$ cat src/srv_pkg.sv
`timescale 1ns / 1ps
// ----------------------------------------------------------------------------
// srv_pkg
// Shared types and constants of the multiplexed servo pulse controller.
// ----------------------------------------------------------------------------
`default_nettype none

package srv_pkg;

	localparam int CFG_W = 16;
	localparam int CFG_IDX_W = 2;

	// configuration register indexes
	localparam logic [CFG_IDX_W-1:0] REG_MIN_WIDTH = 2'd0;
	localparam logic [CFG_IDX_W-1:0] REG_MAX_WIDTH = 2'd1;
	localparam logic [CFG_IDX_W-1:0] REG_GAP_TICKS = 2'd2;

	localparam logic [15:0] RST_MIN_WIDTH = 16'd12000;
	localparam logic [15:0] RST_MAX_WIDTH = 16'd48000;
	localparam logic [7:0]  RST_GAP_TICKS = 8'd20;
	localparam logic [15:0] RST_WIDTH     = 16'd30000;

	// result kinds
	localparam logic [2:0] KIND_TIMING    = 3'd0;
	localparam logic [2:0] KIND_REPORT    = 3'd1;
	localparam logic [2:0] KIND_BAD_VALUE = 3'd2;
	localparam logic [2:0] KIND_BAD_INDEX = 3'd3;
	localparam logic [2:0] KIND_SYNTAX    = 3'd4;

	localparam logic [7:0] CHR_CR = 8'd13;
	localparam logic [7:0] CHR_LF = 8'd10;
	localparam logic [7:0] CHR_R  = 8'h52;
	localparam logic [7:0] CHR_S  = 8'h53;

	typedef struct packed {
		logic       mode;
		logic [7:0] rx_byte;
	} in_t;

	typedef struct packed {
		logic [2:0]  kind;
		logic [3:0]  channel_select;
		logic        pulse_active;
		logic [7:0]  report_index;
		logic [15:0] report_value;
		logic        last;
	} out_t;

	// state of the line parser as seen by the controller
	typedef struct packed {
		logic        eol;
		logic        empty;
		logic [7:0]  cmd;
		logic        has_value;
		logic [7:0]  index;
		logic [15:0] value;
	} srv_line_t;

endpackage

`default_nettype wire

$ cat src/srv_table.sv
`timescale 1ns / 1ps
// ----------------------------------------------------------------------------
// srv_table
// Pulse width memory: one write port, one registered read port.
// ----------------------------------------------------------------------------
`default_nettype none

module srv_table #(
	parameter int CHANNELS = 16,
	parameter int ADDR_W = $clog2(CHANNELS)
) (
	input  wire logic              clk,
	input  wire logic              arst_n,
	input  wire logic              re,
	input  wire logic [ADDR_W-1:0] raddr,
	output logic      [15:0]       rdata,
	input  wire logic              we,
	input  wire logic [ADDR_W-1:0] waddr,
	input  wire logic [15:0]       wdata
);

	logic [15:0]         mem [CHANNELS];
	logic [CHANNELS-1:0] valid_q;

	always_ff @(posedge clk) begin
		if (we) begin
			mem[waddr] <= wdata;
		end
	end

	// entries never written read as the reset width
	always_ff @(posedge clk or negedge arst_n) begin
		if (!arst_n) begin
			valid_q <= '0;
			rdata   <= srv_pkg::RST_WIDTH;
		end else begin
			if (re) begin
				rdata <= valid_q[raddr] ? mem[raddr] : srv_pkg::RST_WIDTH;
			end
			if (we) begin
				valid_q[waddr] <= 1'b1;
			end
		end
	end

endmodule

`default_nettype wire

$ cat src/srv_parser.sv
`timescale 1ns / 1ps
// ----------------------------------------------------------------------------
// srv_parser
// Upper-cases received bytes and parses command lines on the fly.
// ----------------------------------------------------------------------------
`default_nettype none

module srv_parser #(
	parameter int LINE_LIMIT = 64,
	parameter int POS_W = $clog2(LINE_LIMIT)
) (
	input  wire logic              clk,
	input  wire logic              arst_n,
	input  wire logic              step,
	input  wire logic [7:0]        rx_byte,
	output srv_pkg::srv_line_t     line
);

	typedef enum logic [2:0] {
		PH_FIND_INDEX,
		PH_IN_INDEX,
		PH_FIND_VALUE,
		PH_IN_VALUE,
		PH_DONE
	} phase_t;

	phase_t           phase_q;
	logic [POS_W-1:0] pos_q;
	logic [7:0]       cmd_q;
	logic [7:0]       idx_q;
	logic [15:0]      val_q;
	logic [7:0]       c;
	logic [7:0]       d;
	logic             digit;
	logic             eol;

	always_comb begin
		c = rx_byte;
		if (rx_byte >= 8'h61 && rx_byte <= 8'h7A) begin
			c = rx_byte - 8'd32;
		end
		eol   = (c == srv_pkg::CHR_CR) || (c == srv_pkg::CHR_LF);
		digit = (c >= 8'h30) && (c <= 8'h39);
		d     = c - 8'h30;
	end

	assign line.eol       = eol;
	assign line.empty     = (pos_q == '0);
	assign line.cmd       = cmd_q;
	assign line.has_value = (phase_q == PH_IN_VALUE) || (phase_q == PH_DONE);
	assign line.index     = idx_q;
	assign line.value     = val_q;

	always_ff @(posedge clk or negedge arst_n) begin
		if (!arst_n) begin
			phase_q <= PH_FIND_INDEX;
			pos_q   <= '0;
			cmd_q   <= '0;
			idx_q   <= '0;
			val_q   <= '0;
		end else if (step) begin
			if (eol) begin
				phase_q <= PH_FIND_INDEX;
				pos_q   <= '0;
				idx_q   <= '0;
				val_q   <= '0;
			end else if (pos_q < POS_W'(LINE_LIMIT - 1)) begin
				pos_q <= pos_q + POS_W'(1);
				if (pos_q == '0) begin
					cmd_q <= c;
				end else begin
					unique case (phase_q)
						PH_FIND_INDEX: begin
							if (digit) begin
								phase_q <= PH_IN_INDEX;
								idx_q   <= d;
							end
						end
						PH_IN_INDEX: begin
							// times ten as shift and add, wraps mod 256
							if (digit) idx_q <= (idx_q << 3) + (idx_q << 1) + d;
							else phase_q <= PH_FIND_VALUE;
						end
						PH_FIND_VALUE: begin
							if (digit) begin
								phase_q <= PH_IN_VALUE;
								val_q   <= 16'(d);
							end
						end
						PH_IN_VALUE: begin
							if (digit) val_q <= (val_q << 3) + (val_q << 1) + 16'(d);
							else phase_q <= PH_DONE;
						end
						default: begin
						end
					endcase
				end
			end
		end
	end

endmodule

`default_nettype wire

$ cat src/multiplexed_servo_pulse_controller.sv
`timescale 1ns / 1ps
// ----------------------------------------------------------------------------
// multiplexed_servo_pulse_controller
// Servo pulse timing for a multiplexed pulse line with a serial command parser.
// ----------------------------------------------------------------------------
// Input transfers carry either a timer tick (mode 0) or a received byte
// (mode 1). A tick gives one timing result showing channel and pulse state
// before the count advances. Bytes build lines; CR or LF ends a line: "R"
// reports every width, "S idx value" stores a width or reports an error.
// A tick that ends a slot holds off input while the next channel's width is
// read from the table memory, a registered read, and loaded. A byte keeps
// the controller idle; an "R" line end holds off input while it does one
// table read and one output load per report entry. Timing and error results
// appear in the output register in the cycle after the transfer; the first
// report entry follows the RD and EMIT states. A new input is taken while the
// controller is idle and the output register is empty or is being emptied in
// the same cycle; when the receiver stalls, input stalls too.
// Reset sets the table to 30000 ticks for every channel, channel 0, count 0
// and the default limits; configuration writes take effect at once.
// ----------------------------------------------------------------------------
`default_nettype none

module multiplexed_servo_pulse_controller #(
	parameter int CHANNELS = 16,
	parameter int LINE_LIMIT = 64
) (
	input  wire logic                              clk,
	input  wire logic                              arst_n,
	input  wire logic                              in_valid,
	output logic                                   in_ready,
	input  wire srv_pkg::in_t                      in_data,
	output logic                                   out_valid,
	input  wire logic                              out_ready,
	output srv_pkg::out_t                          out_data,
	input  wire logic                              cfg_we,
	input  wire logic [srv_pkg::CFG_IDX_W-1:0]     cfg_index,
	input  wire logic [srv_pkg::CFG_W-1:0]         cfg_data
);

	localparam int CH_W = $clog2(CHANNELS);

	typedef enum logic [1:0] {
		ST_IDLE,
		ST_LOAD,
		ST_RD,
		ST_EMIT
	} state_t;

	state_t             state_q;
	logic [15:0]        min_q;
	logic [15:0]        max_q;
	logic [7:0]         gap_q;
	logic [CH_W-1:0]    ch_q;
	logic [16:0]        count_q;
	logic [15:0]        width_q;
	logic [CH_W-1:0]    rep_q;
	logic               out_valid_q;
	srv_pkg::out_t      out_q;

	srv_pkg::srv_line_t line;
	srv_pkg::out_t      base;
	logic               in_fire;
	logic               out_free;
	logic               pulse;
	logic [16:0]        slot_len;
	logic [16:0]        next_count;
	logic               wrap;
	logic [CH_W-1:0]    next_ch;
	logic               idx_ok;
	logic               val_ok;
	logic               table_we;
	logic               table_re;
	logic [CH_W-1:0]    raddr;
	logic [15:0]        rdata;

	assign out_free = !out_valid_q || out_ready;
	assign in_ready = (state_q == ST_IDLE) && out_free;
	assign in_fire  = in_valid && in_ready;
	assign out_valid = out_valid_q;
	assign out_data  = out_q;

	always_comb begin
		pulse      = count_q < 17'(width_q);
		slot_len   = 17'(width_q) + 17'(gap_q) + 17'd1;
		next_count = count_q + 17'd1;
		wrap       = next_count >= slot_len;
		next_ch    = (ch_q == CH_W'(CHANNELS - 1)) ? '0 : ch_q + CH_W'(1);
		idx_ok     = line.index < 8'(CHANNELS);
		val_ok     = (line.value >= min_q) && (line.value < max_q);
		table_we   = in_fire && in_data.mode && line.eol && !line.empty
			&& (line.cmd == srv_pkg::CHR_S) && line.has_value && idx_ok && val_ok;
		table_re   = (in_fire && !in_data.mode && wrap) || (state_q == ST_RD);
		raddr      = (state_q == ST_RD) ? rep_q : next_ch;

		base                = '0;
		base.channel_select = 4'(ch_q);
		base.pulse_active   = pulse;
		base.last           = 1'b1;
	end

	srv_parser #(
		.LINE_LIMIT(LINE_LIMIT)
	) u_parser (
		.clk    (clk),
		.arst_n (arst_n),
		.step   (in_fire && in_data.mode),
		.rx_byte(in_data.rx_byte),
		.line   (line)
	);

	srv_table #(
		.CHANNELS(CHANNELS)
	) u_table (
		.clk   (clk),
		.arst_n(arst_n),
		.re    (table_re),
		.raddr (raddr),
		.rdata (rdata),
		.we    (table_we),
		.waddr (line.index[CH_W-1:0]),
		.wdata (line.value)
	);

	always_ff @(posedge clk or negedge arst_n) begin
		if (!arst_n) begin
			min_q <= srv_pkg::RST_MIN_WIDTH;
			max_q <= srv_pkg::RST_MAX_WIDTH;
			gap_q <= srv_pkg::RST_GAP_TICKS;
		end else if (cfg_we) begin
			unique case (cfg_index)
				srv_pkg::REG_MIN_WIDTH: min_q <= cfg_data;
				srv_pkg::REG_MAX_WIDTH: max_q <= cfg_data;
				srv_pkg::REG_GAP_TICKS: gap_q <= cfg_data[7:0];
				default: begin
				end
			endcase
		end
	end

	always_ff @(posedge clk or negedge arst_n) begin
		if (!arst_n) begin
			state_q     <= ST_IDLE;
			ch_q        <= '0;
			count_q     <= '0;
			width_q     <= srv_pkg::RST_WIDTH;
			rep_q       <= '0;
			out_valid_q <= 1'b0;
			out_q       <= '0;
		end else begin
			if (out_valid_q && out_ready) begin
				out_valid_q <= 1'b0;
			end
			unique case (state_q)
				ST_IDLE: begin
					if (in_fire) begin
						if (!in_data.mode) begin
							out_q       <= base;
							out_q.kind  <= srv_pkg::KIND_TIMING;
							out_valid_q <= 1'b1;
							if (wrap) begin
								// table read of the next channel is in flight
								count_q <= '0;
								ch_q    <= next_ch;
								state_q <= ST_LOAD;
							end else begin
								count_q <= next_count;
							end
						end else if (line.eol && !line.empty) begin
							if (line.cmd == srv_pkg::CHR_R) begin
								rep_q   <= '0;
								state_q <= ST_RD;
							end else if (line.cmd == srv_pkg::CHR_S) begin
								if (!line.has_value) begin
									out_q       <= base;
									out_q.kind  <= srv_pkg::KIND_SYNTAX;
									out_valid_q <= 1'b1;
								end else if (!idx_ok) begin
									out_q              <= base;
									out_q.kind         <= srv_pkg::KIND_BAD_INDEX;
									out_q.report_index <= line.index;
									out_q.report_value <= line.value;
									out_valid_q        <= 1'b1;
								end else if (!val_ok) begin
									out_q              <= base;
									out_q.kind         <= srv_pkg::KIND_BAD_VALUE;
									out_q.report_index <= line.index;
									out_q.report_value <= line.value;
									out_valid_q        <= 1'b1;
								end
							end
						end
					end
				end
				ST_LOAD: begin
					width_q <= rdata;
					state_q <= ST_IDLE;
				end
				ST_RD: begin
					state_q <= ST_EMIT;
				end
				ST_EMIT: begin
					if (out_free) begin
						out_q              <= base;
						out_q.kind         <= srv_pkg::KIND_REPORT;
						out_q.report_index <= 8'(rep_q);
						out_q.report_value <= rdata;
						out_q.last         <= (rep_q == CH_W'(CHANNELS - 1));
						out_valid_q        <= 1'b1;
						if (rep_q == CH_W'(CHANNELS - 1)) begin
							state_q <= ST_IDLE;
						end else begin
							rep_q   <= rep_q + CH_W'(1);
							state_q <= ST_RD;
						end
					end
				end
				default: begin
					state_q <= ST_IDLE;
				end
			endcase
		end
	end

endmodule

`default_nettype wire
$ cat config.mk
export PLATFORM = sky130hd
export DESIGN_NAME = multiplexed_servo_pulse_controller
export DESIGN_NICKNAME = d
export VERILOG_FILES = /design/src/srv_pkg.sv /design/src/srv_table.sv /design/src/srv_parser.sv /design/src/multiplexed_servo_pulse_controller.sv
export SDC_FILE = /design/constraint.sdc
export NUM_CORES = 1
export LEC_CHECK = 0
export BUFFER_PORTS_ARGS = -buffer_cell sky130_fd_sc_hd__buf_2
export CAP_MARGIN = 20
export CORE_MARGIN = 8
export CORE_UTILIZATION = 63
export DETAILED_ROUTE_END_ITERATION = 10
export GPL_ROUTABILITY_DRIVEN = 0
export GPL_TIMING_DRIVEN = 1
export PLACE_DENSITY_LB_ADDON = 0.12
export SETUP_SLACK_MARGIN = 0.15
export SLEW_MARGIN = 10
export SYNTH_ARGS = -nofsm -noshare
export SYNTH_HDL_FRONTEND = slang
export SYNTH_HIERARCHICAL = 1
export SYNTH_SLANG_ARGS = --single-unit
$ cat constraint.sdc
create_clock -name clk -period 6.4 [get_ports clk]
set_input_delay 1.28 -clock clk [delete_from_list [all_inputs] [get_ports clk]]
set_output_delay 1.28 -clock clk [all_outputs]
set_load 0.02 [all_outputs]
==> summary.txt <==
Rows -> 68
Grt ovf -> 0
CTS tree -> done
Cell count after synthesis -> 1570
Primary FF master, synth -> edfxtp_1
Worst-Margin Slew -> 1035 ps
Final core occ -> 0.7093
Post-CTS Setup Repair Bufs -> 0
Syn nets -> 1726
CP Capture Type -> register
IR drop worst, VDD -> 0.3376 mV
FF-to-FF End -> u_table/rdata[10]
Worst R2R Path Depth -> 21
Clock group share of total power -> 0.321
Dominant cells by area after synthesis -> edfxtp_1 (36%), dfrtp_1 (19%), mux4_2 (6.9%)
CP required -> 6870 ps
# fillers -> 2361
Storage cell area -> 12480 µm²
R2R setup slack -> 810 ps
Final period util -> 0.8736
Residual DRC -> 0
Clk Latency, worst-skew pair -> 600 ps
Die Span Y -> 201.2 µm
RSZ-0062 raised after global routing -> no
CTS buffer count -> 46
Pre-CTS WS -> 996.0 ps
Layout Skew -> 21.97 ps
Nets -> 1827
Hold depth -> 1
Origin of the critical flop-to-flop path -> width_q[0]
Worst-path clk slew -> 60 ps
Wirelength, routed -> 51840 µm
Root buffer cell -> clkbuf_16
Initial Utilization -> 0.6321
Largest net degree at the start of global routing -> 131
Crit-path max FO -> 16
Clock sinks -> 446
Design internal power -> 0.006119 W
Combinational power share -> 0.281
Antenna viol nets, final -> 0
EDFF count, synth -> 256
Hold endpoint -> u_table/valid_q[15]
Final Max Tran Viols -> 0
Cts-stage hold buffer count -> 0
Area of the multi-input gates -> 8501 µm²
Crit-path max cell delay -> 660 ps
Asr flop ratio synth -> 0.4260
Die area -> 40500 µm²
Final setup fails -> 0
Detailed-placement wirelength estimate -> 34280 µm
Leading area contributor after synthesis -> edfxtp_1
1st-pass router iterations -> 5
Total power per unit cell area -> 370.2 nW/µm²
Crit path time final -> 5591 ps
Htree depth -> 2
Hold path start -> u_table/valid_q[15]
Outcome -> completed
Syn avg cell area -> 13.77 µm²
Crit start category -> register
Slew HR -> 0.3100
CP max stage cell -> a32oi_1
ANT cells -> 0
Arrival time worst endpoint -> 6070 ps
First-pass GRT wire length -> 80800 µm
Share of post-route cells with drive strength above 1 -> 0.2335
Most used cell, CP -> ha_1
Number of port buffers -> 66
DR iter-0 viols -> 1138
Synth top area share -> 0.3556
CTS resizes -> 0
Vias post-DR -> 13688
Sw Pwr -> 0.002863 W
Seq cells post-synth -> 446
Setup TNS -> 0 ps
CP Cell Sequence -> inv_1, ha_1, fa_1, nor2b_1, o21a_1, o21ai_0, a21oi_1, o22ai_1, nor4_1, xnor2_1, ha_1, nand4_1, nor2_1, o311ai_0, a32oi_1, and2_1, or2_2, inv_2, or4_4, o22ai_4, a31oi_1
Ys Warns -> 6
Core box area -> 34200 µm²
Layout area overhead -> 12.22%
Final Hold Fails -> 0
Unique masters post-synth -> 85
Mapped cell area -> 21620 µm²
Initial antenna violation count -> 0
Via density -> 6.325
Worst-case clock buffer depth -> 3
Static Leak -> 10.07 nW
Drt wl/cell -> 23.95 µm
Share of power burned in registers -> 0.398
Switching part of the total -> 0.3187
Vias in the first global route -> 13743
Max-cap viol count -> 0
PnR worst setup slack -> 809.2 ps
Die X -> 201.2 µm
I/O pin total -> 67
Fmax -> 178.9 MHz
Post-synthesis sequential area ratio -> 0.5772
Kind of critical path -> reg2reg
HP Class -> reg2reg
Total track usage -> 0.2565
## logic make-up (layout without fill, tap and decap cells)
kind of cell | after synthesis | in the layout | synth area share
fa+ha+maj | 124 | 124 | 0.07593
buf+inv | 147 | 286 | 0.03154
simple gates | 336 | 336 | 0.07888
flops | 446 | 446 | 0.5772
xor+xnor | 51 | 51 | 0.02066
mux | 143 | 143 | 0.1118
compound gates | 323 | 323 | 0.1039
## layout make-up
| class | instances | share of cell area |
|---|---|---|
| Multi-Input combinational cell | 977 | 0.3504 |
| Timing Repair Buffer | 109 | 0.03007 |
| Sequential cell | 446 | 0.5144 |
| Inverter | 91 | 0.01418 |
| Clock inverter | 32 | 0.01841 |
| Tap cell | 455 | 0.02347 |
| Clock buffer | 54 | 0.04910 |
## cells in the mapped netlist (all sizes together), types with 5 or more instances
cell type and instances:
a2111oi 7, a211oi 12, a21o 16, a21oi 49, a22o 51, a22oi 32
a31oi 12, and2 8, and3 7, buf 25, clkbuf 31, dfrtp 160
dfstp 30, edfxtp 256, fa 12, ha 112, inv 91, mux2 71
mux2i 6, mux4 66, nand2 108, nand2b 22, nand3 27, nand3b 8
nand4 11, nor2 67, nor2b 11, nor3 17, nor3b 7, nor4 6
o21a 7, o21ai 89, o21bai 5, o22ai 7, o31ai 9, or2 21
xnor2 31, xor2 20
## worst max path at each step
stage                    start                 to
floorplan           in_data[1]  u_table/mem[0][0]
global placement      gap_q[0]   u_table/rdata[6]
detailed placement    gap_q[0]   u_table/rdata[0]
CTS                 width_q[0]  u_table/rdata[10]
global route        width_q[0]  u_table/rdata[10]
finish              width_q[0]  u_table/rdata[10]
## registers in the layout (all words and copies together), names as in the netlist, 4 cells and up
register         flops
ch_q                 4
count_q             17
gap_q                8
max_q               16
min_q               16
out_data            33
rep_q                4
u_parser/cmd_q       8
u_parser/idx_q       8
u_parser/pos_q       6
u_parser/val_q      16
u_table/mem        256
u_table/rdata       16
u_table/valid_q     16
width_q             16
## power groups by stage
stage	clock network (W)	registers, W	logic, W
global route	0.00303	0.00360	0.00277
detailed placement	0	0.00363	0.00249
floorplan	0	0.00358	0.00192
finish	0.00288	0.00358	0.00253
global placement	0	0.00362	0.00243
CTS	0.00292	0.00358	0.00251
## layout by cell type, fill, tap and decap left out, types with 8 or more instances in the layout
master     instances
a211oi_1          12
a21o_1            16
a21oi_1           49
a22o_1            50
a22oi_1           32
a31oi_1           12
and2_1             8
buf_2             65
buf_4             39
bufinv_16          9
clkbuf_16         46
clkinv_2           9
dfrtp_1          160
dfstp_2           30
edfxtp_1         256
fa_1              12
ha_1             112
inv_1             88
mux2_2            50
mux2_4            20
mux4_2            66
nand2_1          108
nand2b_1          20
nand3_1           26
nand3b_1           8
nand4_1           11
nor2_1            66
nor2b_1           11
nor3_1            13
o21ai_0           85
o31ai_1            9
or2_2             21
xnor2_1           31
xor2_1            20
## per-stage QoR
stage	total power, W	cells	hold WS (ps)	area (µm²)
2_1_floorplan	0.005501	1570	430.8	21620
3_3_place_gp	0.006046	2073	444.9	22520
3_5_place_dp	0.006121	2073	451.8	22520
4_1_cts	0.009004	2159	467.3	24160
5_1_grt	0.009403	2164	485.0	24260
6_report	0.008981	2164	469.5	24260
## worst max-delay path: cells and delay by family, from the launching register on
family / cells / cell delay (ps)
and+or+nand+nor: 7 / 1930
adders and majority gates: 3 / 910
AOI/OAI and AO/OA: 8 / 1990
xor gates and xnor gates: 1 / 110
DFF: 1 / 330
buffers and inverters: 2 / 190
## metal layers
layer	GRT usage	vias up	wire length (µm)	part of all wire
li1	-	6138	-	-
met1	0.3477	6980	21980	0.42
met2	0.4122	492	24780	0.48
met3	0.06192	78	3835	0.074
met4	0.07175	0	1234	0.024
met5	0	-	0	0
No activity file was read; power rests on OpenSTA's default activity.
